**config.mk**
```make
export PLATFORM = sky130hd
export DESIGN_NAME = kkpt_queue
export DESIGN_NICKNAME = d
export VERILOG_FILES = /design/src/hw/rtl/kkpt_pkg.sv /design/src/hw/rtl/kkpt_queue.sv
export SDC_FILE = /design/constraint.sdc
export NUM_CORES = 1
export LEC_CHECK = 0
export ABC_AREA = 1
export BUFFER_PORTS_ARGS = -buffer_cell sky130_fd_sc_hd__buf_2
export CAP_MARGIN = 5
export CELL_PAD_IN_SITES_DETAIL_PLACEMENT = 1
export CELL_PAD_IN_SITES_GLOBAL_PLACEMENT = 2
export CORE_AREA = 2 2 140 142
export CTS_CLUSTER_DIAMETER = 200
export DETAILED_ROUTE_END_ITERATION = 8
export DIE_AREA = 0 0 142 144
export PLACE_DENSITY = 0.81
export SYNTH_ARGS = -nofsm -noshare
export SYNTH_HDL_FRONTEND = slang
export SYNTH_SLANG_ARGS = --single-unit
```
**constraint.sdc**
```tcl
create_clock -name i_clk -period 6.7 [get_ports i_clk]
set_input_delay 1.34 -clock i_clk [delete_from_list [all_inputs] [get_ports i_clk]]
set_output_delay 1.34 -clock i_clk [all_outputs]
set_load 0.01 [all_outputs]
```
**src/hw/rtl/kkpt_pkg.sv**
```systemverilog
// Shared types and constants for the kana key preference table.
package kkpt_pkg;

    localparam int KEY_CHARS = 8;
    localparam int KEY_W     = 64;
    localparam int OFF_W     = 16;
    localparam int LEN_W     = 4;
    localparam int CFG_W     = 7;
    localparam int IDX_W     = 6;

    localparam logic [LEN_W-1:0] KEY_LEN_MAX = 4'd15;
    localparam logic [7:0]       HIRA_PAGE   = 8'h24;
    localparam logic [7:0]       KATA_PAGE   = 8'h25;
    localparam logic [15:0]      KATA_LIMIT  = 16'h2574;
    localparam logic [7:0]       KANA_MARK   = 8'h80;

    localparam logic [2:0] MODE_PUSH     = 3'd0;
    localparam logic [2:0] MODE_LOOKUP   = 3'd1;
    localparam logic [2:0] MODE_REMEMBER = 3'd2;
    localparam logic [2:0] MODE_LOAD     = 3'd3;
    localparam logic [2:0] MODE_CLRFLAG  = 3'd4;

    localparam logic [1:0] ST_OK      = 2'd0;
    localparam logic [1:0] ST_BADKANA = 2'd1;
    localparam logic [1:0] ST_RANGE   = 2'd2;

    typedef enum logic [2:0] {
        OP_NOP,
        OP_LOOKUP,
        OP_REMEMBER,
        OP_LOAD,
        OP_CLRFLAG
    } t_op;

    typedef enum logic [2:0] {
        S_CLEAR,
        S_IDLE,
        S_SEARCH,
        S_SHIFT,
        S_APPEND,
        S_EMIT
    } t_bstate;

    typedef struct packed {
        t_op              op;
        logic [1:0]       status;
        logic [KEY_W-1:0] key;
        logic [OFF_W-1:0] off;
        logic [IDX_W-1:0] idx;
    } t_cmd;

    typedef struct packed {
        logic [KEY_W-1:0] key;
        logic [OFF_W-1:0] off;
    } t_entry;

    typedef struct packed {
        logic [1:0]  status;
        logic        hit;
        logic [14:0] preferred_offset;
        logic        updated;
    } t_res;

    typedef struct packed {
        logic push;
        logic pop;
        logic full;
        logic nempty;
    } t_qctl;

endpackage

```
**src/hw/rtl/kkpt_queue.sv**
```systemverilog
// Two-entry command queue between front end and table engine.
module kkpt_queue
    import kkpt_pkg::*;
(
    input  logic i_clk,
    input  logic i_rst_n,
    input  t_cmd i_cmd,
    input  t_qctl i_ctl,
    output t_qctl o_ctl,
    output t_cmd o_head
);

    t_cmd       r_mem [2];
    logic       r_wp;
    logic       r_rp;
    logic [1:0] r_cnt;

    assign o_ctl.push   = 1'b0;
    assign o_ctl.pop    = 1'b0;
    assign o_ctl.full   = (r_cnt == 2'd2);
    assign o_ctl.nempty = (r_cnt != 2'd0);
    assign o_head       = r_mem[r_rp];

    always_ff @(posedge i_clk) begin
        if (i_ctl.push) begin
            r_mem[r_wp] <= i_cmd;
        end
    end

    always_ff @(posedge i_clk) begin
        if (!i_rst_n) begin
            r_wp  <= 1'b0;
            r_rp  <= 1'b0;
            r_cnt <= '0;
        end else begin
            if (i_ctl.push) begin
                r_wp <= !r_wp;
            end
            if (i_ctl.pop) begin
                r_rp <= !r_rp;
            end
            r_cnt <= r_cnt + 2'(i_ctl.push) - 2'(i_ctl.pop);
        end
    end

endmodule

```
# After elaboration in Yosys (flattened, before gate mapping)

Memories as Yosys holds them, arrays and structs flattened. A register that Yosys moved wholly into a read port is not among the register bits.
Cells that the tools add are included.

Memories: 1
Memory bits (writable): 182
Output and inout port bits: 95
Register bits after elaboration: 4
Input port bits: 97

Muxes and demuxes: 4
Reductions and logical operators: 3
Add/sub/neg operators: 2
Equality and inequality tests: 1

Memories:

| memory | depth | width | rd ports | clocked after Yosys merged registers in | wr ports | RTL line         | RTL |
|---|---|---|---|---|---|---|---|
| r_mem  | 2     | 91    | 1        | 1                                       | 1        | kkpt_queue.sv:13 | `t_cmd r_mem [2];` |

Operators by type and width:

| cell                 | count |
|---|---|
| $mux W1              | 4 |
| $add A2 B1 Y2        | 1 |
| $eq A2 B2 Y1 const B | 1 |
| $logic_not A1 Y1     | 2 |
| $reduce_bool A2 Y1   | 1 |
| $sub A2 B1 Y2        | 1 |

# Depth between registers and ports, before layout

Depth after elaboration: 3
Gate-level depth with buffers: 7
Gate-level depth less buffers: 7

# Worst setup path before layout

OpenSTA, ideal clock, no wires.

Path kind: input -> register
From: in i_ctl[3] (netlist bit)
To: mem r_mem[0][0] (netlist bit) (enable)
Setup time: 0.544 ns
Setup slack: 0.966 ns
Data arrival time: 5.190 ns
Required time: 6.156 ns
Stages: 2
Cell sequence: inv_1 > nor2_1

Longest elaborated chain between the ends: 2

Ends and longest elaborated chain:

| item                          | RTL line         | RTL |
|---|---|---|
| from (decl)                   | kkpt_queue.sv:8  | `input t_qctl i_ctl,` |
| $mux W1                       | kkpt_queue.sv:25 | `if (i_ctl.push) begin` |
| $mux W1 (not written as such) | kkpt_queue.sv:26 | `r_mem[r_wp] <= i_cmd;` |
| to (decl)                     | kkpt_queue.sv:13 |  |

Every way passes these cells.

==> flow_metrics.tcl <==
set metrics [dict create \
    fin_area_mm2 0.00895 \
    ctsHoldBuffers 0 \
    worstPathRequired_ns 5.36 \
    ys_ff_latch 187 \
    slew_viol_final 0 \
    io_pins 192 \
    die_w_um 142 \
    p_clk_frac 0.390 \
    cts_buffers 17 \
    finalHoldViolCount 0 \
    p_per_area_mw_per_mm2 301 \
    overflow 0 \
    placed_cell_area_mm2 0.00833 \
    period_minus_slack_ns 4.03 \
    clk_latency_ns 0.41 \
    viasPerCell 4.58 \
    clock_path_buffers 2 \
    tns_ns 0 \
    ant_nets 0 \
    dp_hpwl_um 9040 \
    crit_path_start_kind "flop" \
    worst-slew-pin-transition_ns 0.959 \
    routed_wl_um 13200 \
    row_count 51 \
    syn-cell-area_mm2 0.00726 \
    path_max_fanout 46 \
    diodes 0 \
    p_leak_nw 3.59 \
    status "finished clean" \
    totalPowerFinal_w 0.00270 \
    dr.pass1.iters 4 \
    syn2layout_area_growth_pct 23.3 \
    wl_per_cell_um 17.2 \
    cts.clk_slew.worst_paths_ns 0.06 \
    timing.hold.ws_ns 0.517 \
    rsz0062_at_grt "no" \
    initial_utilization 0.381 \
    fin_util 0.469 \
    die_area_mm2 0.0204 \
    max_slew_margin 0.361 \
    grt_use_total 0.132 \
    grt_pass1_wl_um 20100 \
    nNetsFinal 616 \
    synth_area_per_cell_um2 22.8 \
    syn_inst 319 \
    layout-drive-gt1-share 0.591 \
    post_cts_resize_count 0 \
    p_seq_frac 0.513 \
    period_share 0.602 \
    clock.fmax_mhz 248 \
    regArea_mm2 0.00557 \
    internal_power_w 0.00212 \
    grt_max_degree 70 \
    finalSetupViolCount 0 \
    clock-sinks 187 \
    multi_input_area_mm2 0.00148 \
    yosysSeqAreaShare 0.766 \
    fp.dieH_um 144 \
    clock_skew_ns 0.00761 \
    gp_congestion 0.728 \
    cts_tree "built" \
    critPathSlowestCell "dfxtp_4" \
    path_class "flop to output port" \
    remaining_drc_errors 0 \
    cp_slowest_stage_delay_ns 0.91 \
    hold_path.class "flop to flop" \
    numPortBuffers 187 \
    drt_iter0_markers 89 \
    cts_setup_buffers 0 \
    switchingPower_w 0.000575 \
    vias 3518 \
    switching_share 0.213 \
    antenna_found_initial 0 \
    p_comb_frac 0.098 \
    critical_path.top_delay_family "buffers and inverters" \
    root_buffer "clkbuf_16" \
    cp-end-kind "output port" \
    cp_num_buf_inv 2 \
    grt_pass1_vias 3843 \
    yosysUniqueCellTypes 14 \
    yosysWarnings 0 \
    cap_violations 0 \
    arrival_ns 2.69 \
    final.fill_count 1834 \
    placeableCoreArea_mm2 0.0191 \
    peakVddDrop_uv 160 \
    htreeDepth 4 \
    path_cells "buf_4, mux2_2, buf_2" \
]
-- layer usage --
metal | track usage | wire length (um) | up-vias
met1 | 0.138 | 5010 | 1759
met3 | 0.0536 | 956 | 15
li1 | - | - | 1629
met4 | 0.0458 | 206 | 0
met2 | 0.238 | 7070 | 115
met5 | 0 | 0 | -
-- path summary, 6_finish.rpt --
path,startpoint,endpoint,slack (ns),cells past startpoint
worst max register to register,r_wp$_SDFFE_PN0P_,r_mem[0][20]$_DFFE_PP_,4.51,2
worst min-delay path,r_rp$_SDFFE_PN0P_,flop,0.52,2
worst max-delay path,flop,o_head[90],2.67,3
worst min register to register,r_rp$_SDFFE_PN0P_,flop,0.52,2
-- layout by cell type, fill, tap and decap left out, types with 3 or more instances in the layout --
master,instances
buf_2,187
buf_4,3
bufinv_16,4
clkbuf_16,17
dfxtp_1,4
edfxtp_1,182
inv_1,6
inv_6,4
mux2_4,90
nand2_1,9
nor2_1,7
-- cells in the mapped netlist (all sizes together) --
library cell	count	share of area
nand3	1	0.00069
inv	7	0.0036
a21oi	1	0.00069
conb	1	0.00052
buf	12	0.028
nor2	8	0.0041
dfxtp	5	0.014
ha	2	0.0034
mux2	91	0.19
edfxtp	182	0.75
nand2	9	0.0047
-- logic make-up (layout without fill, tap and decap cells) --
logic type	Yosys count	after routing	synth area share
other cells	1	2	0.000516
simple gates	18	18	0.00947
fa+ha+maj	2	2	0.00344
compound gates	1	1	0.000688
flops	187	187	0.766
mux	91	91	0.188
buf+inv	19	229	0.0320
-- registers in the layout, indices dropped and copies added, names as in the netlist, named ones only --
register  flops
r_mem       182
r_cnt         2
r_rp          1
r_wp          1
-- per-stage QoR --
| stage | worst slack [ns] | instances |
|---|---|---|
| global placement | 3.07 | 736 |
| CTS | 2.55 | 768 |
| global route | 2.47 | 768 |
| finish | 2.67 | 768 |
| detailed placement | 3.02 | 736 |
| floorplan | 0.966 | 320 |
-- power groups by stage --
stage	clock [W]	combinational, W	sequential, W
floorplan	0	0.000184	0.00140
global placement	0	0.000261	0.00140
detailed placement	0	0.000269	0.00141
CTS	0.00108	0.000270	0.00138
global route	0.00112	0.000286	0.00139
finish	0.00105	0.000263	0.00138
-- cell type report --
class	count	area share
inverters	7	0.00321
clock inverters	13	0.0211
multi-input cells	114	0.165
repair buffers	190	0.107
flip-flops and latches	187	0.622
clock buffers	19	0.0484
well taps	238	0.0333
-- worst min-delay path, delay by kind of cell, from the launching register on --
kind | cells | cell delay, ns
AND/OR/NAND/NOR | 2 | 0.15
flip-flops | 1 | 0.33
Power figures use the tool's default switching activity.
