## src/hw/rtl/kkpt_pkg.sv

```systemverilog
// Shared types and constants for the kana key preference table.
package kkpt_pkg;

    localparam int KEY_CHARS = 8;
    localparam int KEY_W     = 64;
    localparam int OFF_W     = 16;
    localparam int LEN_W     = 4;
    localparam int CFG_W     = 7;
    localparam int IDX_W     = 6;

    localparam logic [LEN_W-1:0] KEY_LEN_MAX = 4'd15;
    localparam logic [7:0]       HIRA_PAGE   = 8'h24;
    localparam logic [7:0]       KATA_PAGE   = 8'h25;
    localparam logic [15:0]      KATA_LIMIT  = 16'h2574;
    localparam logic [7:0]       KANA_MARK   = 8'h80;

    localparam logic [2:0] MODE_PUSH     = 3'd0;
    localparam logic [2:0] MODE_LOOKUP   = 3'd1;
    localparam logic [2:0] MODE_REMEMBER = 3'd2;
    localparam logic [2:0] MODE_LOAD     = 3'd3;
    localparam logic [2:0] MODE_CLRFLAG  = 3'd4;

    localparam logic [1:0] ST_OK      = 2'd0;
    localparam logic [1:0] ST_BADKANA = 2'd1;
    localparam logic [1:0] ST_RANGE   = 2'd2;

    typedef enum logic [2:0] {
        OP_NOP,
        OP_LOOKUP,
        OP_REMEMBER,
        OP_LOAD,
        OP_CLRFLAG
    } t_op;

    typedef enum logic [2:0] {
        S_CLEAR,
        S_IDLE,
        S_SEARCH,
        S_SHIFT,
        S_APPEND,
        S_EMIT
    } t_bstate;

    typedef struct packed {
        t_op              op;
        logic [1:0]       status;
        logic [KEY_W-1:0] key;
        logic [OFF_W-1:0] off;
        logic [IDX_W-1:0] idx;
    } t_cmd;

    typedef struct packed {
        logic [KEY_W-1:0] key;
        logic [OFF_W-1:0] off;
    } t_entry;

    typedef struct packed {
        logic [1:0]  status;
        logic        hit;
        logic [14:0] preferred_offset;
        logic        updated;
    } t_res;

    typedef struct packed {
        logic push;
        logic pop;
        logic full;
        logic nempty;
    } t_qctl;

endpackage

```

## src/hw/rtl/kkpt_in_if.sv

```systemverilog
// Input channel: one command transaction per handshake.
interface kkpt_in_if;
    logic               valid;
    logic               ready;
    logic [2:0]         mode;
    logic [15:0]        kana_code;
    logic [15:0]        candidate_offset;
    logic               is_last_candidate;
    logic [5:0]         load_index;
    logic [63:0]        load_key;
    logic signed [15:0] load_offset;

    modport source (output valid, mode, kana_code, candidate_offset, is_last_candidate,
                    load_index, load_key, load_offset, input ready);
    modport sink   (input valid, mode, kana_code, candidate_offset, is_last_candidate,
                    load_index, load_key, load_offset, output ready);
endinterface

```

## src/hw/rtl/kkpt_front.sv

```systemverilog
// Front end: key buffer, input classification, command generation.
module kkpt_front
    import kkpt_pkg::*;
(
    input  logic          i_clk,
    input  logic          i_rst_n,
    input  logic          i_busy,
    input  logic          i_q_full,
    kkpt_in_if.sink       i_in,
    output logic          o_push,
    output t_cmd          o_cmd
);

    logic [KEY_W-1:0] r_key, n_key;
    logic [LEN_W-1:0] r_len, n_len;
    logic             r_bad, n_bad;
    logic             usable;
    logic             kana_ok;
    logic             bad_push;
    logic [7:0]       kbyte;
    t_cmd             cmd;

    assign i_in.ready = !i_q_full && !i_busy;
    assign o_push     = i_in.valid && i_in.ready;
    assign o_cmd      = cmd;

    always_comb begin
        n_key    = r_key;
        n_len    = r_len;
        n_bad    = r_bad;
        cmd      = '0;
        cmd.op   = OP_NOP;
        usable   = (r_len != '0) && (r_len <= LEN_W'(KEY_CHARS));
        kana_ok  = (i_in.kana_code[15:8] == HIRA_PAGE)
                || ((i_in.kana_code[15:8] == KATA_PAGE) && (i_in.kana_code < KATA_LIMIT));
        bad_push = r_bad || !kana_ok;
        kbyte    = i_in.kana_code[7:0] | KANA_MARK;
        case (i_in.mode)
            MODE_PUSH: begin
                n_bad = bad_push;
                for (int b = 0; b < KEY_CHARS; b++) begin
                    if (r_len == LEN_W'(b)) begin
                        n_key[8*b +: 8] = kbyte;
                    end
                end
                if (r_len != KEY_LEN_MAX) begin
                    n_len = r_len + LEN_W'(1);
                end
                cmd.status = bad_push ? ST_BADKANA : ST_OK;
            end
            MODE_LOOKUP, MODE_REMEMBER: begin
                cmd.key = r_key;
                cmd.off = {1'b0, i_in.candidate_offset[14:0]};
                if (usable && r_bad) begin
                    cmd.status = ST_BADKANA;
                end else if (usable && i_in.mode == MODE_LOOKUP) begin
                    cmd.op = OP_LOOKUP;
                end else if (usable && !i_in.is_last_candidate) begin
                    if (i_in.candidate_offset[15]) begin
                        cmd.status = ST_RANGE;
                    end else begin
                        cmd.op = OP_REMEMBER;
                    end
                end
                n_key = '0;
                n_len = '0;
                n_bad = 1'b0;
            end
            MODE_LOAD: begin
                cmd.op  = OP_LOAD;
                cmd.key = i_in.load_key;
                cmd.off = $unsigned(i_in.load_offset);
                cmd.idx = i_in.load_index;
            end
            MODE_CLRFLAG: begin
                cmd.op = OP_CLRFLAG;
            end
            default: begin
                cmd.op = OP_NOP;
            end
        endcase
    end

    always_ff @(posedge i_clk) begin
        if (!i_rst_n) begin
            r_key <= '0;
            r_len <= '0;
            r_bad <= 1'b0;
        end else if (o_push) begin
            r_key <= n_key;
            r_len <= n_len;
            r_bad <= n_bad;
        end
    end

endmodule

```

## src/flat_wrapper.sv

```systemverilog
// flat-port wrapper written by rule: the top's interface ports become plain ports
module kkpt_front_flat import kkpt_pkg::*;
  (i_clk, i_rst_n, i_busy, i_q_full, o_push, o_cmd, i_in_valid, i_in_mode, i_in_kana_code, i_in_candidate_offset, i_in_is_last_candidate, i_in_load_index, i_in_load_key, i_in_load_offset, i_in_ready);
  kkpt_in_if i_in_i ();
  input  logic i_clk;
  input  logic i_rst_n;
  input  logic i_busy;
  input  logic i_q_full;
  output logic o_push;
  output t_cmd o_cmd;
  input wire logic [$bits(i_in_i.valid)-1:0] i_in_valid;
  input wire logic [$bits(i_in_i.mode)-1:0] i_in_mode;
  input wire logic [$bits(i_in_i.kana_code)-1:0] i_in_kana_code;
  input wire logic [$bits(i_in_i.candidate_offset)-1:0] i_in_candidate_offset;
  input wire logic [$bits(i_in_i.is_last_candidate)-1:0] i_in_is_last_candidate;
  input wire logic [$bits(i_in_i.load_index)-1:0] i_in_load_index;
  input wire logic [$bits(i_in_i.load_key)-1:0] i_in_load_key;
  input wire logic [$bits(i_in_i.load_offset)-1:0] i_in_load_offset;
  output wire logic [$bits(i_in_i.ready)-1:0] i_in_ready;
  assign i_in_i.valid = i_in_valid;
  assign i_in_i.mode = i_in_mode;
  assign i_in_i.kana_code = i_in_kana_code;
  assign i_in_i.candidate_offset = i_in_candidate_offset;
  assign i_in_i.is_last_candidate = i_in_is_last_candidate;
  assign i_in_i.load_index = i_in_load_index;
  assign i_in_i.load_key = i_in_load_key;
  assign i_in_i.load_offset = i_in_load_offset;
  assign i_in_ready = i_in_i.ready;
  kkpt_front u_core (.i_clk(i_clk), .i_rst_n(i_rst_n), .i_busy(i_busy), .i_q_full(i_q_full), .i_in(i_in_i), .o_push(o_push), .o_cmd(o_cmd));
endmodule
```

## config.mk

```make
export PLATFORM = sky130hd
export DESIGN_NAME = kkpt_front_flat
export DESIGN_NICKNAME = d
export VERILOG_FILES = /design/src/hw/rtl/kkpt_pkg.sv /design/src/hw/rtl/kkpt_in_if.sv /design/src/hw/rtl/kkpt_front.sv /design/src/flat_wrapper.sv
export SDC_FILE = /design/constraint.sdc
export NUM_CORES = 1
export LEC_CHECK = 0
export ABC_AREA = 1
export ABC_CLOCK_PERIOD_IN_PS = 1350
export BUFFER_PORTS_ARGS = -buffer_cell sky130_fd_sc_hd__buf_2
export CORE_ASPECT_RATIO = 1.5
export CORE_UTILIZATION = 40
export DETAILED_ROUTE_END_ITERATION = 10
export GPL_TIMING_DRIVEN = 1
export PLACE_DENSITY = 0.8
export REMOVE_ABC_BUFFERS = 1
export SLEW_MARGIN = 20
export SYNTH_ARGS = -nofsm -noshare
export SYNTH_HDL_FRONTEND = slang
export SYNTH_SLANG_ARGS = --single-unit
export TNS_END_PERCENT = 50
```

## constraint.sdc

```tcl
create_clock -name i_clk -period 1.35 [get_ports i_clk]
set_input_delay 0.0675 -clock i_clk [delete_from_list [all_inputs] [get_ports i_clk]]
set_output_delay 0.0675 -clock i_clk [all_outputs]
set_load 0.03 [all_outputs]
```

# After elaboration in Yosys (flattened, before gate mapping)
# Index checks and enable logic that the tools add are counted.
# op_classes
addsub,1
magnitude_cmp,2
n_eq_ne,23
n_mux,24
reduce_logical,28
# op_table
cell,n
$pmux 80 s2,1
$pmux 64 s2,1
$mux 8,8
$reduce_and 3->1,9
$ne 2x1->1 const B,9
$eq 4x3->1 const B,4
$eq 8x6->1 const B,2
$lt 16x14->1 const B,1
$pmux 3 s3,1
$eq 4x2->1 const B,2
$mux 2,4
$mux 4,2
$pmux 4 s2,1
$logic_and 1x1->1,7
$eq 3x2->1 const B,2
$mux 3,2
$mux 6,1
$add 4x1->4 const B,1
$eq 4x1->1 const B,1
$le 4x4->1 const B,1
$logic_not 1->1,4
$logic_not 4->1,1
$ne 4x4->1 const B,1
$pmux 2 s2,1
other kinds (10),11
# totals
ff_bits,69
output_inout_bits,93
word_cells,88

# Depth between registers and ports, before layout
# depth
word_depth,7
ltp_mapped,8
ltp_nobuf,8

# Worst setup path after synthesis
# No wires, ideal clock.
# synth_path
kind,reg-to-output
start,register u_core.r_len[0]
end,output port o_cmd[89] (netlist name)
t_arrival_ps,1738
required_time_ps,1283
slack_ps,-456
stages_incl_launch_ff,9
path_cell_list,dfxtp_1 > inv_1 > ha_1 > inv_1 > o21ai_0 > nand2_1 > nor2_1 > nand3_1 > o21ai_0
# synth_lines
item,line,rtl
from (decl),kkpt_front.sv:15,"logic [LEN_W-1:0] r_len, n_len;"
from (signal assigned),kkpt_front.sv:91,r_len <= n_len;
to (decl),flat_wrapper.sv:10,output t_cmd o_cmd;

==> flow_metrics.env <==
export IMPL_die_w_um=81.8
export IMPL_slew_headroom=0.656
export IMPL_antenna_found_initial=0
export IMPL_cts_tree="built"
export IMPL_synth_flop_cell="dfxtp_1"
export IMPL_die_h_um=122
export IMPL_ys_seq_area_frac=0.362
export IMPL_synth_seq_cells=69
export IMPL_synthDistinctLibCells=26
export IMPL_cts_buffers=9
export IMPL_yosysMostFrequentCell="nor2_1"
export IMPL_syn_area_mm2=0.00382
export IMPL_pre_cts_slack_ns=-0.190
export IMPL_gp_congestion=0.892
export IMPL_drc_errors=0
export IMPL_dr_wl_met2_um=7080
export IMPL_dieArea_mm2=0.00995
export IMPL_crit_type="reg -> out"
export IMPL_critPathBufInv=3
export IMPL_switchingPower_w=0.00163
export IMPL_std_cell_rows=43
export IMPL_drtIter0Drc=357
export IMPL_power_switching_share=0.265
export IMPL_p_int_w=0.00453
export IMPL_grt_pass1_vias=4199
export IMPL_totalWireLength_um=13500
export IMPL_r2r_end="u_core.r_key[39]$_SDFFE_PN0P_"
export IMPL_synth_compound_area_frac=0.304
export IMPL_fin_skew_ns=0.00643
export IMPL_grt_max_degree=84
export IMPL_highest_layer="met4"
export IMPL_status="finished with violations"
export IMPL_start_util=0.413
export IMPL_hold_slack_ns=0.124
export IMPL_p_seq_frac=0.344
export IMPL_final_nets=876
export IMPL_htree_levels=3
export IMPL_synth_top_cell_by_area="dfxtp_1"
export IMPL_fin_area_mm2=0.00579
export IMPL_syn_area_per_cell_um2=7.46
export IMPL_synth_edf_count=0
export IMPL_syn_inst=512
export IMPL_setup_violations=13
export IMPL_clk_latency_ns=0.33
export IMPL_r2r_start="u_core.r_len[2]$_SDFFE_PN0P_"
export IMPL_worst_slew_pin_slew_ns=0.515
export IMPL_timing_fmax_mhz=593
export IMPL_r2r_cells=6
export IMPL_synth_fa_ha_area_frac=0.0131
export IMPL_diodes=0
export IMPL_yosysWarnings=0
export IMPL_slew_violations=0
export IMPL_hold_path_depth=5
export IMPL_crit_path_cell_trace="inv_2, ha_4, inv_2, o21ai_4, nand2_2, nor2_1, nand3_1, o21ai_1, buf_4"
export IMPL_dr_pass1_iters=8
export IMPL_worst_endpoint_arrival_ns=1.62
export IMPL_overflow=0
export IMPL_async_reset_ff_frac=0
export IMPL_p_comb_frac=0.194
export IMPL_cpMostUsedCell="inv_2"
export IMPL_ant_nets=0
export IMPL_num_vias=4674
export IMPL_tns_ns=-1.33
export IMPL_cp_depth=9
export IMPL_ys_top_cells_by_area="dfxtp_1 36%, a32o_1 19%, nor2_1 13%"
export IMPL_regToRegSetupSlack_ns=-0.05
export IMPL_clkPwrFrac=0.461
export IMPL_wire_per_inst_um=15.7
export IMPL_syn_to_final_growth_pct=51.6
export IMPL_peakVddDrop_mv=0.692
export IMPL_min_period_ns=1.69
export IMPL_period_share=1.25
export IMPL_crit_path_end_kind="output pin"
export IMPL_numClockSinks=69
export IMPL_dpl_cell_area_mm2=0.00520
export IMPL_cp_start_kind="register"
export IMPL_grt_pass1_wl_um=19700
export IMPL_dp_hpwl_um=9430
export IMPL_failed_checks="negative setup slack"
export IMPL_met1_length_um=5180
export IMPL_synth_common_cells="135 x nor2_1, 71 x a32o_1, 70 x o21ai_0"
export IMPL_power_density_mw_per_mm2=1070
export IMPL_grt_setup_unrepaired="yes"
export IMPL_worst_slack_ns=-0.336
export IMPL_cp_slowest_cell="dfxtp_2"
export IMPL_critPathMaxStageDelay_ns=0.32
export IMPL_viasPerCell=5.43
export IMPL_ios=220
export IMPL_core_mm2=0.00925
export IMPL_clk_pin_slew_ns=0.05
export IMPL_post_route_util=0.625
export IMPL_maxCapViolations=0
export IMPL_drive_gt1_frac=0.442
export IMPL_cts_max_path_buffers=2
export IMPL_yosys_area_share_simple=0.236
export IMPL_io_buffers=219
export IMPL_synth_top_area_share=0.362
export IMPL_yosys_mux_area_fraction=0
export IMPL_power_leakage_nw=2.72
export IMPL_clock_root_buffer="clkbuf_16"
export IMPL_track_usage=0.258
export IMPL_cp_top_family="flip-flops"
export IMPL_crit_fanout=3
export IMPL_hold_viol=0
export IMPL_met3_length_um=851
export IMPL_synth_xor_area_frac=0.00229
export IMPL_hold_end="u_core.r_bad$_SDFFE_PN0P_"
export IMPL_critPathRequiredTime_ns=1.28
export IMPL_min_from="i_in_kana_code[8]"
export IMPL_holdCritPathClass="in -> reg"
export IMPL_synth_top_family_by_area="compound AO/OA/AOI/OAI gates"
[metal layers]
| metal | vias to the layer above | track usage |
|---|---|---|
| met4 | 0 | 0.110 |
| li1 | 2275 | - |
| met3 | 31 | 0.0464 |
| met2 | 198 | 0.459 |
| met1 | 2170 | 0.295 |
| met5 | - | 0 |
[cell type report]
class / instances / area (µm²)
fill: 814 / 3470
multi-input combinational: 369 / 2250
timing repair buffer: 253 / 1480
sequential: 69 / 1380
clock buffer: 9 / 225
inverter: 43 / 169
tap: 112 / 140
clock inverter: 6 / 136
[state kept, by name, summed over array words and instances, names as in the netlist]
register	flops
u_core.r_key	64
u_core.r_len	4
u_core.r_bad	1
[how the worst max path moves through the flow]
| stage | from | endpoint | slack, ns |
|---|---|---|---|
| 2_1_floorplan | i_in_mode[2] | o_cmd[29] | -3.14 |
| 3_3_place_gp | u_core.r_len[0]$_SDFFE_PN0P_ | o_cmd[89] | -0.15 |
| 3_5_place_dp | u_core.r_len[0]$_SDFFE_PN0P_ | o_cmd[89] | -0.19 |
| 4_1_cts | u_core.r_len[0]$_SDFFE_PN0P_ | o_cmd[89] | -0.33 |
| 5_1_grt | u_core.r_len[0]$_SDFFE_PN0P_ | o_cmd[89] | -0.41 |
| 6_report | u_core.r_len[0]$_SDFFE_PN0P_ | o_cmd[89] | -0.34 |
[timing repair]
item                                    CTS  global route
pin swaps                                 3             8
gates resized for setup                  19            39
setup buffers                             1             4
endpoints found under the setup margin   34            78
gates cloned                              1             3
hold buffers                              0             0
[through the flow]
stage	cells	power [W]
floorplan	478	0.00278
global placement	837	0.00327
detailed placement	837	0.00329
CTS	854	0.00613
global route	861	0.00638
finish	861	0.00617
[power groups by stage]
stage,clock [W],sequential (W),combinational (W)
final,0.00285,0.00212,0.00120
after global routing,0.00297,0.00212,0.00129
after CTS,0.00286,0.00212,0.00115
after detailed placement,0,0.00216,0.00113
after global placement,0,0.00216,0.00111
after floorplan,0,0.00215,0.000632
[cell usage in the layout, fill, tap and decap left out, types with 2 or more instances in the layout]
cell type,Yosys,layout
a21oi_1,12,12
a32o_1,71,71
buf_12,0,7
buf_2,11,209
buf_4,1,34
bufinv_16,0,4
clkbuf_16,0,10
clkbuf_4,0,2
dfxtp_1,69,67
dfxtp_2,0,2
ha_2,0,2
ha_4,0,2
inv_1,32,28
inv_2,11,13
nand2_1,27,21
nand2_2,2,10
nand2_4,8,9
nand3_1,18,15
nand3_2,0,3
nand3b_1,2,2
nor2_1,135,130
nor2_2,9,13
o21ai_0,70,58
o21ai_1,0,10
o21ai_4,1,3
[kinds of logic (layout without fill, tap and decap cells)]
kind of cell    after synthesis  count (layout)
compound gates              157             157
xor+xnor                      1               1
fa+ha+maj                     4               4
buf+inv                      77             311
flops                        69              69
simple gates                204             207
[worst min-delay path, delay by kind of cell]
family / cells / cell delay (ns)
compound gates: 1 / 0.05
buf+inv: 1 / 0.10
simple gates: 3 / 0.18
(Power assumes the default switching activity.)
